--- src/rtl/p2p_pkg.sv ---
// Package for the peak-to-peak level change reporter.
// Holds the shared sample, span and level types and the span to percent scaling.
// Depends on nothing.
`timescale 1ns / 1ps

package p2p_pkg;

  localparam int unsigned NumCh     = 3;
  localparam int unsigned SampleW   = 10;
  localparam int unsigned LevelW    = 7;
  localparam int unsigned ProdW     = 17;
  localparam int unsigned FullScale = 1023;
  localparam int unsigned Percent   = 100;
  localparam int unsigned MinInit   = 1024;
  localparam int unsigned ThrReset  = 5;

  localparam int unsigned ChFront = 0;
  localparam int unsigned ChLeft  = 1;
  localparam int unsigned ChRight = 2;

  localparam logic CfgIdxEnable    = 1'b0;
  localparam logic CfgIdxThreshold = 1'b1;

  typedef logic [SampleW-1:0] sample_t;
  typedef logic [LevelW-1:0]  level_t;
  typedef logic [NumCh-1:0][SampleW-1:0] sample_vec_t;
  typedef logic [NumCh-1:0][LevelW-1:0]  level_vec_t;

  // Scales a span to span * 100 / 1023, truncated. The quotient estimate
  // product / 1024 is low by at most one, so one compare corrects it.
  function automatic level_t level_of(sample_t span);
    logic [ProdW-1:0]  prod;
    logic [LevelW-1:0] q0;
    logic [ProdW-1:0]  rem;
    prod = {{(ProdW-SampleW){1'b0}}, span} * ProdW'(Percent);
    q0   = prod[ProdW-1:SampleW];
    rem  = prod - {q0, {SampleW{1'b0}}} + {{(ProdW-LevelW){1'b0}}, q0};
    if (rem >= ProdW'(FullScale)) begin
      level_of = q0 + LevelW'(1);
    end else begin
      level_of = q0;
    end
  endfunction

endpackage

--- src/rtl/p2p_in_if.sv ---
// Input channel of the level change reporter: one sample triple per word.
// Depends on p2p_pkg for the sample type.
`timescale 1ns / 1ps

interface p2p_in_if;
  logic              valid;
  logic              ready;
  p2p_pkg::sample_t  front_sample;
  p2p_pkg::sample_t  left_sample;
  p2p_pkg::sample_t  right_sample;

  modport source (output valid, output front_sample, output left_sample,
                  output right_sample, input ready);
  modport sink   (input valid, input front_sample, input left_sample,
                  input right_sample, output ready);
endinterface

--- src/rtl/p2p_out_if.sv ---
// Output channel of the level change reporter: one level triple per word.
// Depends on p2p_pkg for the level type.
`timescale 1ns / 1ps

interface p2p_out_if;
  logic             valid;
  logic             ready;
  p2p_pkg::level_t  front_level;
  p2p_pkg::level_t  left_level;
  p2p_pkg::level_t  right_level;

  modport source (output valid, output front_level, output left_level,
                  output right_level, input ready);
  modport sink   (input valid, input front_level, input left_level,
                  input right_level, output ready);
endinterface

--- src/rtl/p2p_window.sv ---
// Window tracker: per-channel minimum and maximum over WINDOW_LEN samples.
// Emits the three spans when a window closes. Depends on p2p_pkg.
`timescale 1ns / 1ps

module p2p_window #(
  parameter int unsigned WINDOW_LEN = 5
) (
  input  logic                 clk_i,
  input  logic                 rst_ni,
  input  logic                 smp_valid_i,
  output logic                 smp_ready_o,
  input  p2p_pkg::sample_vec_t smp_data_i,
  output logic                 span_valid_o,
  input  logic                 span_ready_i,
  output p2p_pkg::sample_vec_t span_data_o
);
  import p2p_pkg::*;

  localparam int unsigned CntW = (WINDOW_LEN > 1) ? $clog2(WINDOW_LEN) : 1;
  localparam logic [CntW-1:0] CntLast = CntW'(WINDOW_LEN - 1);

  logic [NumCh-1:0][SampleW:0]   min_q, min_d;
  logic [NumCh-1:0][SampleW-1:0] max_q, max_d;
  logic [CntW-1:0]               cnt_q, cnt_d;
  logic                          span_valid_q, span_valid_d;
  sample_vec_t                   span_q, span_d;
  logic [NumCh-1:0][SampleW:0]   nmin;
  logic [NumCh-1:0][SampleW-1:0] nmax;
  logic                          accept;
  logic                          last;

  assign smp_ready_o  = !span_valid_q || span_ready_i;
  assign accept       = smp_valid_i && smp_ready_o;
  assign last         = (cnt_q == CntLast);
  assign span_valid_o = span_valid_q;
  assign span_data_o  = span_q;

  always_comb begin
    min_d        = min_q;
    max_d        = max_q;
    cnt_d        = cnt_q;
    span_d       = span_q;
    span_valid_d = span_valid_q && !span_ready_i;
    for (int c = 0; c < NumCh; c++) begin
      nmin[c] = ({1'b0, smp_data_i[c]} < min_q[c]) ? {1'b0, smp_data_i[c]} : min_q[c];
      nmax[c] = (smp_data_i[c] > max_q[c]) ? smp_data_i[c] : max_q[c];
    end
    if (accept) begin
      if (last) begin
        for (int c = 0; c < NumCh; c++) begin
          if ({1'b0, nmax[c]} >= nmin[c]) begin
            span_d[c] = SampleW'({1'b0, nmax[c]} - nmin[c]);
          end else begin
            span_d[c] = '0;
          end
          min_d[c] = (SampleW + 1)'(MinInit);
          max_d[c] = '0;
        end
        cnt_d        = '0;
        span_valid_d = 1'b1;
      end else begin
        min_d = nmin;
        max_d = nmax;
        cnt_d = cnt_q + CntW'(1);
      end
    end
  end

  always_ff @(posedge clk_i or negedge rst_ni) begin
    if (!rst_ni) begin
      for (int c = 0; c < NumCh; c++) begin
        min_q[c] <= (SampleW + 1)'(MinInit);
        max_q[c] <= '0;
      end
      cnt_q        <= '0;
      span_valid_q <= 1'b0;
    end else begin
      min_q        <= min_d;
      max_q        <= max_d;
      cnt_q        <= cnt_d;
      span_valid_q <= span_valid_d;
    end
  end

  always_ff @(posedge clk_i) begin
    span_q <= span_d;
  end

endmodule

--- src/rtl/p2p_scale.sv ---
// Scaling stage: converts each span to a percentage of full scale.
// Depends on p2p_pkg for the types and the scaling function.
`timescale 1ns / 1ps

module p2p_scale (
  input  logic                 clk_i,
  input  logic                 rst_ni,
  input  logic                 span_valid_i,
  output logic                 span_ready_o,
  input  p2p_pkg::sample_vec_t span_data_i,
  output logic                 lvl_valid_o,
  input  logic                 lvl_ready_i,
  output p2p_pkg::level_vec_t  lvl_data_o
);
  import p2p_pkg::*;

  logic       lvl_valid_q;
  level_vec_t lvl_q, lvl_d;
  logic       accept;

  assign span_ready_o = !lvl_valid_q || lvl_ready_i;
  assign accept       = span_valid_i && span_ready_o;
  assign lvl_valid_o  = lvl_valid_q;
  assign lvl_data_o   = lvl_q;

  always_comb begin
    for (int c = 0; c < NumCh; c++) begin
      lvl_d[c] = level_of(span_data_i[c]);
    end
  end

  always_ff @(posedge clk_i or negedge rst_ni) begin
    if (!rst_ni) begin
      lvl_valid_q <= 1'b0;
    end else if (accept) begin
      lvl_valid_q <= 1'b1;
    end else if (lvl_ready_i) begin
      lvl_valid_q <= 1'b0;
    end
  end

  always_ff @(posedge clk_i) begin
    if (accept) begin
      lvl_q <= lvl_d;
    end
  end

endmodule

--- src/rtl/p2p_report.sv ---
// Report stage: compares new levels with the last reported ones against the
// threshold and holds the output register. Depends on p2p_pkg and p2p_out_if.
`timescale 1ns / 1ps

module p2p_report (
  input  logic                clk_i,
  input  logic                rst_ni,
  input  p2p_pkg::level_t     threshold_i,
  input  logic                lvl_valid_i,
  output logic                lvl_ready_o,
  input  p2p_pkg::level_vec_t lvl_data_i,
  p2p_out_if.source           lvl_o
);
  import p2p_pkg::*;

  level_vec_t           ref_q;
  level_vec_t           out_q;
  logic                 out_valid_q;
  level_vec_t           diff;
  logic [NumCh-1:0]     over;
  logic                 changed;
  logic                 accept;

  assign lvl_ready_o       = !out_valid_q || lvl_o.ready;
  assign accept            = lvl_valid_i && lvl_ready_o;
  assign lvl_o.valid       = out_valid_q;
  assign lvl_o.front_level = out_q[ChFront];
  assign lvl_o.left_level  = out_q[ChLeft];
  assign lvl_o.right_level = out_q[ChRight];

  always_comb begin
    for (int c = 0; c < NumCh; c++) begin
      diff[c] = (lvl_data_i[c] > ref_q[c]) ? (lvl_data_i[c] - ref_q[c])
                                           : (ref_q[c] - lvl_data_i[c]);
      over[c] = (diff[c] > threshold_i);
    end
    changed = |over;
  end

  always_ff @(posedge clk_i or negedge rst_ni) begin
    if (!rst_ni) begin
      out_valid_q <= 1'b0;
      ref_q       <= '0;
    end else begin
      if (accept && changed) begin
        out_valid_q <= 1'b1;
        ref_q       <= lvl_data_i;
      end else if (lvl_o.ready) begin
        out_valid_q <= 1'b0;
      end
    end
  end

  always_ff @(posedge clk_i) begin
    if (accept && changed) begin
      out_q <= lvl_data_i;
    end
  end

endmodule

--- src/rtl/peak_to_peak_level_change_reporter_unit.sv ---
// Top level of the peak-to-peak level change reporter.
// Depends on p2p_pkg, p2p_in_if, p2p_out_if, p2p_window, p2p_scale, p2p_report.
//
//   Channel  Direction  Word                                  Handshake
//   smp_i    in         front, left, right sample (10 bits)   valid/ready
//   lvl_o    out        front, left, right level (7 bits)     valid/ready
//   cfg      in         enable (index 0), threshold (index 1) write enable only
//
// One sample word is taken per cycle while smp_i.ready is high; every stage is a
// single register with its own valid, so while a level word waits on lvl_o the
// input keeps flowing until two more windows have closed behind it, and then
// smp_i.ready drops. A report follows the sample closing its window through the
// input, span, level and output registers before it is valid on lvl_o.
// Reset clears the window, the reported levels and the stage valids; enable
// resets to 0 and the threshold to 5. Words taken while disabled are dropped.
`timescale 1ns / 1ps

module peak_to_peak_level_change_reporter_unit #(
  parameter int unsigned WINDOW_LEN = 5
) (
  input  logic            clk_i,
  input  logic            rst_ni,
  input  logic            cfg_we_i,
  input  logic            cfg_idx_i,
  input  p2p_pkg::level_t cfg_data_i,
  p2p_in_if.sink          smp_i,
  p2p_out_if.source       lvl_o
);
  import p2p_pkg::*;

  logic        enable_q;
  level_t      threshold_q;
  logic        a_valid_q;
  sample_vec_t a_data_q;
  logic        win_ready;
  logic        fire_in;
  logic        span_valid;
  logic        span_ready;
  sample_vec_t span_data;
  logic        lvl_valid;
  logic        lvl_ready;
  level_vec_t  lvl_data;

  assign smp_i.ready = !a_valid_q || win_ready;
  assign fire_in     = smp_i.valid && smp_i.ready;

  always_ff @(posedge clk_i or negedge rst_ni) begin
    if (!rst_ni) begin
      enable_q    <= 1'b0;
      threshold_q <= LevelW'(ThrReset);
    end else if (cfg_we_i) begin
      unique case (cfg_idx_i)
        CfgIdxEnable:    enable_q    <= cfg_data_i[0];
        CfgIdxThreshold: threshold_q <= cfg_data_i;
        default:         enable_q    <= enable_q;
      endcase
    end
  end

  always_ff @(posedge clk_i or negedge rst_ni) begin
    if (!rst_ni) begin
      a_valid_q <= 1'b0;
    end else if (fire_in && enable_q) begin
      a_valid_q <= 1'b1;
    end else if (win_ready) begin
      a_valid_q <= 1'b0;
    end
  end

  always_ff @(posedge clk_i) begin
    if (fire_in && enable_q) begin
      a_data_q[ChFront] <= smp_i.front_sample;
      a_data_q[ChLeft]  <= smp_i.left_sample;
      a_data_q[ChRight] <= smp_i.right_sample;
    end
  end

  p2p_window #(
    .WINDOW_LEN (WINDOW_LEN)
  ) u_window (
    .clk_i        (clk_i),
    .rst_ni       (rst_ni),
    .smp_valid_i  (a_valid_q),
    .smp_ready_o  (win_ready),
    .smp_data_i   (a_data_q),
    .span_valid_o (span_valid),
    .span_ready_i (span_ready),
    .span_data_o  (span_data)
  );

  p2p_scale u_scale (
    .clk_i        (clk_i),
    .rst_ni       (rst_ni),
    .span_valid_i (span_valid),
    .span_ready_o (span_ready),
    .span_data_i  (span_data),
    .lvl_valid_o  (lvl_valid),
    .lvl_ready_i  (lvl_ready),
    .lvl_data_o   (lvl_data)
  );

  p2p_report u_report (
    .clk_i       (clk_i),
    .rst_ni      (rst_ni),
    .threshold_i (threshold_q),
    .lvl_valid_i (lvl_valid),
    .lvl_ready_o (lvl_ready),
    .lvl_data_i  (lvl_data),
    .lvl_o       (lvl_o)
  );

  a_level_range: assert property (@(posedge clk_i) disable iff (!rst_ni)
    lvl_o.valid |-> (lvl_o.front_level <= LevelW'(Percent)) &&
                    (lvl_o.left_level <= LevelW'(Percent)) &&
                    (lvl_o.right_level <= LevelW'(Percent)))
    else $error("reported level above full scale");

  a_drop_disabled: assert property (@(posedge clk_i) disable iff (!rst_ni)
    (fire_in && !enable_q && !a_valid_q) |=> !a_valid_q)
    else $error("sample taken while disabled entered the window");

  a_scale_level: assert property (@(posedge clk_i) disable iff (!rst_ni)
    lvl_valid |-> (lvl_data[ChFront] <= LevelW'(Percent)) &&
                  (lvl_data[ChLeft] <= LevelW'(Percent)) &&
                  (lvl_data[ChRight] <= LevelW'(Percent)))
    else $error("scaled level above full scale");

endmodule
--- src/flat_wrapper.sv ---
// flat-port wrapper written by rule: the top's interface ports become plain ports
module peak_to_peak_level_change_reporter_unit_flat import p2p_pkg::*;
#(
  parameter int unsigned WINDOW_LEN = 5
)
  (clk_i, rst_ni, cfg_we_i, cfg_idx_i, cfg_data_i, smp_i_valid, smp_i_front_sample, smp_i_left_sample, smp_i_right_sample, smp_i_ready, lvl_o_valid, lvl_o_front_level, lvl_o_left_level, lvl_o_right_level, lvl_o_ready);
  p2p_in_if smp_i_i ();
  p2p_out_if lvl_o_i ();
  input  logic clk_i;
  input  logic rst_ni;
  input  logic cfg_we_i;
  input  logic cfg_idx_i;
  input  p2p_pkg::level_t cfg_data_i;
  input wire logic [$bits(smp_i_i.valid)-1:0] smp_i_valid;
  input wire logic [$bits(smp_i_i.front_sample)-1:0] smp_i_front_sample;
  input wire logic [$bits(smp_i_i.left_sample)-1:0] smp_i_left_sample;
  input wire logic [$bits(smp_i_i.right_sample)-1:0] smp_i_right_sample;
  output wire logic [$bits(smp_i_i.ready)-1:0] smp_i_ready;
  output wire logic [$bits(lvl_o_i.valid)-1:0] lvl_o_valid;
  output wire logic [$bits(lvl_o_i.front_level)-1:0] lvl_o_front_level;
  output wire logic [$bits(lvl_o_i.left_level)-1:0] lvl_o_left_level;
  output wire logic [$bits(lvl_o_i.right_level)-1:0] lvl_o_right_level;
  input wire logic [$bits(lvl_o_i.ready)-1:0] lvl_o_ready;
  assign smp_i_i.valid = smp_i_valid;
  assign smp_i_i.front_sample = smp_i_front_sample;
  assign smp_i_i.left_sample = smp_i_left_sample;
  assign smp_i_i.right_sample = smp_i_right_sample;
  assign smp_i_ready = smp_i_i.ready;
  assign lvl_o_valid = lvl_o_i.valid;
  assign lvl_o_front_level = lvl_o_i.front_level;
  assign lvl_o_left_level = lvl_o_i.left_level;
  assign lvl_o_right_level = lvl_o_i.right_level;
  assign lvl_o_i.ready = lvl_o_ready;
  peak_to_peak_level_change_reporter_unit #(.WINDOW_LEN(WINDOW_LEN)) u_core (.clk_i(clk_i), .rst_ni(rst_ni), .cfg_we_i(cfg_we_i), .cfg_idx_i(cfg_idx_i), .cfg_data_i(cfg_data_i), .smp_i(smp_i_i), .lvl_o(lvl_o_i));
endmodule
--- config.mk ---
export PLATFORM = sky130hd
export DESIGN_NAME = peak_to_peak_level_change_reporter_unit_flat
export DESIGN_NICKNAME = d
export VERILOG_FILES = /design/src/rtl/p2p_pkg.sv /design/src/rtl/p2p_in_if.sv /design/src/rtl/p2p_out_if.sv /design/src/rtl/p2p_window.sv /design/src/rtl/p2p_scale.sv /design/src/rtl/p2p_report.sv /design/src/rtl/peak_to_peak_level_change_reporter_unit.sv /design/src/flat_wrapper.sv
export SDC_FILE = /design/constraint.sdc
export NUM_CORES = 1
export LEC_CHECK = 0
export BUFFER_PORTS_ARGS = -buffer_cell sky130_fd_sc_hd__buf_2
export CORE_MARGIN = 2
export CORE_UTILIZATION = 43
export CTS_CLUSTER_DIAMETER = 100
export DETAILED_ROUTE_END_ITERATION = 8
export GPL_ROUTABILITY_DRIVEN = 0
export PLACE_DENSITY = 0.64
export SLEW_MARGIN = 20
export SYNTH_ARGS = -nofsm -noshare
export SYNTH_HDL_FRONTEND = slang
export SYNTH_SLANG_ARGS = --single-unit
--- constraint.sdc ---
create_clock -name clk_i -period 15.35 [get_ports clk_i]
set_input_delay 1.535 -clock clk_i [delete_from_list [all_inputs] [get_ports clk_i]]
set_output_delay 1.535 -clock clk_i [all_outputs]
set_load 0.02 [all_outputs]
==> out/qor.csv <==
stage;metric;value;unit
outcome;outcome;completed;
sta;FMAX;159;MHz
drt;1st-pass router iterations;5;
worst_setup_path;CP Capture Type;flip-flop;
synth;Synth Register Bits;201;
clocking;Clock Latency Late Sink;0.55;ns
worst_setup_path;CP most frequent cell;ha_1;
placement;instance area at placement;0.0177;mm2
floorplanning;I/O pin cnt;66;
synth;Synth Flop Type;edfxtp_1;
clocking;post-CTS resize count;0;
layout;Ant. Diodes;0;
clocking;setup repair bufs after CTS;0;
synth;mapped cell area;0.0168;mm2
clocking;htree depth;1;
worst_setup_path;family with the most delay on the worst path;adder cells;
clocking;Worst-path clk slew;0.06;ns
floorplanning;FP Rows;72;
sta;RSZ-0062 raised after global routing;false;
worst_setup_path;WS Path Type;reg2reg;
clocking;worst-case clock buffer depth;3;
worst_setup_path;max incr delay on CP;0.56;ns
synth;Mean Syn Cell Area;9.91;um2
drt;residual DRC count;0;
clocking;Root Buffer;clkbuf_16;
layout;FILL cells;3677;
sta;setup TNS;0;ns
floorplanning;Die X;201;um
synth;Syn. warnings;0;
clocking;CTS Buf Count;24;
pwr;Power per Cell Area;206;mW/mm2
synth;ys async rst share;0.493;
worst_setup_path;Worst EP required;15.61;ns
layout;Synth-to-Final Area Change;9.76;%
placement;IO Port Bufs;65;
global_route;largest net degree at the start of global routing;57;
drt;Final ANT Viol Nets;0;
layout;share of cells above drive strength 1;0.0931;
pwr;Pleak;8.85;nW
sta;Worst-Margin Slew;0.898;ns
drt;1st-iter DRT viols;571;
floorplanning;DIE HEIGHT;201;um
synth;sequential area share after synthesis;0.331;
synth;syn_nets;2055;
floorplanning;Core Area;0.0386;mm2
job;number of max-cap violations;0;
global_route;global-route wire length before repair;56600;um
global_route;initial antenna violation count;0;
sta;Final Skew;0.0295;ns
sta;final worst-path cycle share;0.410;
clocking;CTS sink cnt;201;
sta;Max-Slew Margin vs Limit;0.393;
floorplanning;initial core utilization;0.435;
sta;Pins Over Slew Limit;0;
layout;nets;2118;
clocking;Hold-fix buffers, CTS;0;
floorplanning;die area;0.0406;mm2
synth;Post-synth EDFFs;102;
drt;DRT Wirelength;32900;um
worst_setup_path;WP buf/inv;1;
pwr;Peak VDD IR;0.0852;mV
drt;vias per std cell;5.23;
layout;Finished Cell Area;0.0184;mm2
worst_setup_path;Worst Setup Start Kind;flip-flop;
worst_setup_path;CP Max Fanout;12;
worst_setup_path;CP Cell Sequence;ha_1 > ha_1 > ha_1 > fa_1 > a211oi_1 > o21bai_1 > a21oi_1 > o21bai_1 > a21oi_1 > o21bai_1 > a21oi_1 > xor2_1 > ha_1 > inv_1 > ha_1 > nor2b_1 > or4_1 > nor3_1 > o31ai_1 > xnor2_1 > o211ai_2 > and4_1 > nand3_1 > xnor2_1;
sta;endpoints failing setup;0;
global_route;gr usage total;0.164;
hold_path;Worst Hold Class;reg2reg;
drt;via count;11991;
global_route;GRT Residual Overflow;0;
placement;Detail Placement HPWL;25900;um
global_route;vias in the first global route;11925;
synth;post-synthesis cell count;1692;
clocking;CTS tree;yes;
synth;Yosys cell types;72;
worst_setup_path;WP data arrival;6.56;ns
sta;Fin. Hold Viols;0;
sta;fin crit period;6.30;ns
worst_setup_path;Crit-path slowest cell;edfxtp_1;
drt;WL/cell;14.4;um
per-layer routing:
layer	share of wire	global-route usage	routed length, um
met1	0.50	0.230	16400
met2	0.45	0.274	14900
met3	0.028	0.0186	925
met4	0.021	0.0362	681
met5	0	0	0
metrics by stage:
stage,setup WS (ns),cells,hold WS (ns),utilization,power (mW)
finish,9.05,2291,0.499,0.477,3.78
global placement,9.25,2247,0.478,0.458,3.19
detailed placement,9.11,2247,0.481,0.458,3.25
floorplan,9.68,1692,0.450,-,2.78
CTS,9.06,2291,0.495,0.477,3.80
global route,8.57,2291,0.511,0.477,4.18
Yosys cell counts, types with 8 or more instances:
cell type	n	share of area
ha_1	296	0.22
inv_1	237	0.053
a21oi_1	111	0.033
edfxtp_1	102	0.18
dfrtp_1	94	0.14
nor2_1	77	0.017
nand2_1	71	0.016
o21ai_0	66	0.020
xnor2_1	58	0.030
a22o_1	50	0.026
a21o_1	47	0.021
mux2i_1	38	0.023
nor3_1	30	0.0090
xor2_1	30	0.016
o21a_1	29	0.013
mux2_2	28	0.019
nand4_1	27	0.010
clkbuf_1	26	0.0058
o21bai_1	25	0.011
fa_1	24	0.029
nor2b_1	22	0.0082
nand3_1	21	0.0063
nand2b_1	20	0.0075
o22ai_1	15	0.0056
mux2_1	11	0.0074
and2_1	9	0.0034
nor4b_1	9	0.0047
o21ai_1	9	0.0027
and3_1	8	0.0030
final timing paths:
kind	from	end	slack [ns]	cells past startpoint
min	u_core.u_window.min_q[19]$_DFFE_PN0P_	u_core.u_window.min_q[19]$_DFFE_PN0P_	0.50	1
max reg2reg	u_core.u_window.span_data_o[10]$_SDFFCE_PN0P_	u_core.u_scale.lvl_data_o[12]$_DFFE_PP_	9.05	24
min in group asynchronous	rst_ni	u_core.threshold_q[3]$_DFFE_PN0P_	1.05	1
max in group asynchronous	rst_ni	u_core.u_report.ref_q[11]$_DFFE_PN0P_	13.07	2
min reg2reg	u_core.u_window.min_q[19]$_DFFE_PN0P_	u_core.u_window.min_q[19]$_DFFE_PN0P_	0.50	1
max	u_core.u_window.span_data_o[10]$_SDFFCE_PN0P_	u_core.u_scale.lvl_data_o[12]$_DFFE_PP_	9.05	24
area by class of cell:
type | instances | area (um2) | area share
Clock buffer | 33 | 644 | 0.0350
Tap cell | 518 | 648 | 0.0352
Timing Repair Buffer | 72 | 380 | 0.0207
Sequential cell | 201 | 5550 | 0.301
Clock inverter | 11 | 83.8 | 0.00456
Multi-Input combinational cell | 1216 | 10200 | 0.554
Inverter | 240 | 901 | 0.0490
state kept, by name, summed over array words and instances, names as in the netlist:
| name | count |
|---|---|
| u_core.u_window.min_q | 33 |
| u_core.a_data_q | 30 |
| u_core.u_window.max_q | 30 |
| u_core.u_window.span_data_o | 30 |
| u_core.u_report.ref_q | 21 |
| u_core.u_scale.lvl_data_o | 21 |
| u_core.threshold_q | 7 |
| u_core.u_report.lvl_o.front_level | 7 |
| u_core.u_report.lvl_o.left_level | 7 |
| u_core.u_report.lvl_o.right_level | 7 |
| u_core.u_window.cnt_q | 3 |
| u_core.a_valid_q | 1 |
| u_core.enable_q | 1 |
| u_core.u_report.lvl_o.valid | 1 |
| u_core.u_scale.lvl_valid_o | 1 |
| u_core.u_window.span_valid_o | 1 |
cell usage in the layout, fill, tap and decap left out, types with 15 or more instances in the layout:
master	Yosys	layout
nor3_1	30	30
o21ai_0	66	66
nand2b_1	20	20
a21oi_1	111	110
inv_1	237	237
ha_1	296	296
a21o_1	47	47
edfxtp_1	102	102
xor2_1	30	30
nor2_1	77	76
a22o_1	50	50
mux2_2	28	28
clkbuf_16	0	24
o22ai_1	15	15
o21bai_1	25	25
buf_2	7	64
dfrtp_1	94	94
mux2i_1	38	38
nand4_1	27	27
nand3_1	21	21
fa_1	24	24
o21a_1	29	29
nand2_1	71	71
xnor2_1	58	58
nor2b_1	22	21
kinds of logic after synthesis:
| family | after synthesis | share of synthesized area |
|---|---|---|
| AOI/OAI and AO/OA | 411 | 0.165 |
| adders and majority gates | 320 | 0.250 |
| and+or+nand+nor | 319 | 0.0967 |
| buffers and inverters | 275 | 0.0621 |
| DFF | 201 | 0.331 |
| xor gates and xnor gates | 89 | 0.0470 |
| muxes | 77 | 0.0489 |
power breakdown:
group	internal, mW	switching [mW]	total, mW	leakage [nW]
combinational	1.07	1.35	2.42	6.35
sequential	0.756	0.0853	0.842	2.14
clock	0.296	0.225	0.521	0.363
total	2.12	1.66	3.78	8.85
Note: power is estimated with default switching activity, not from simulation.
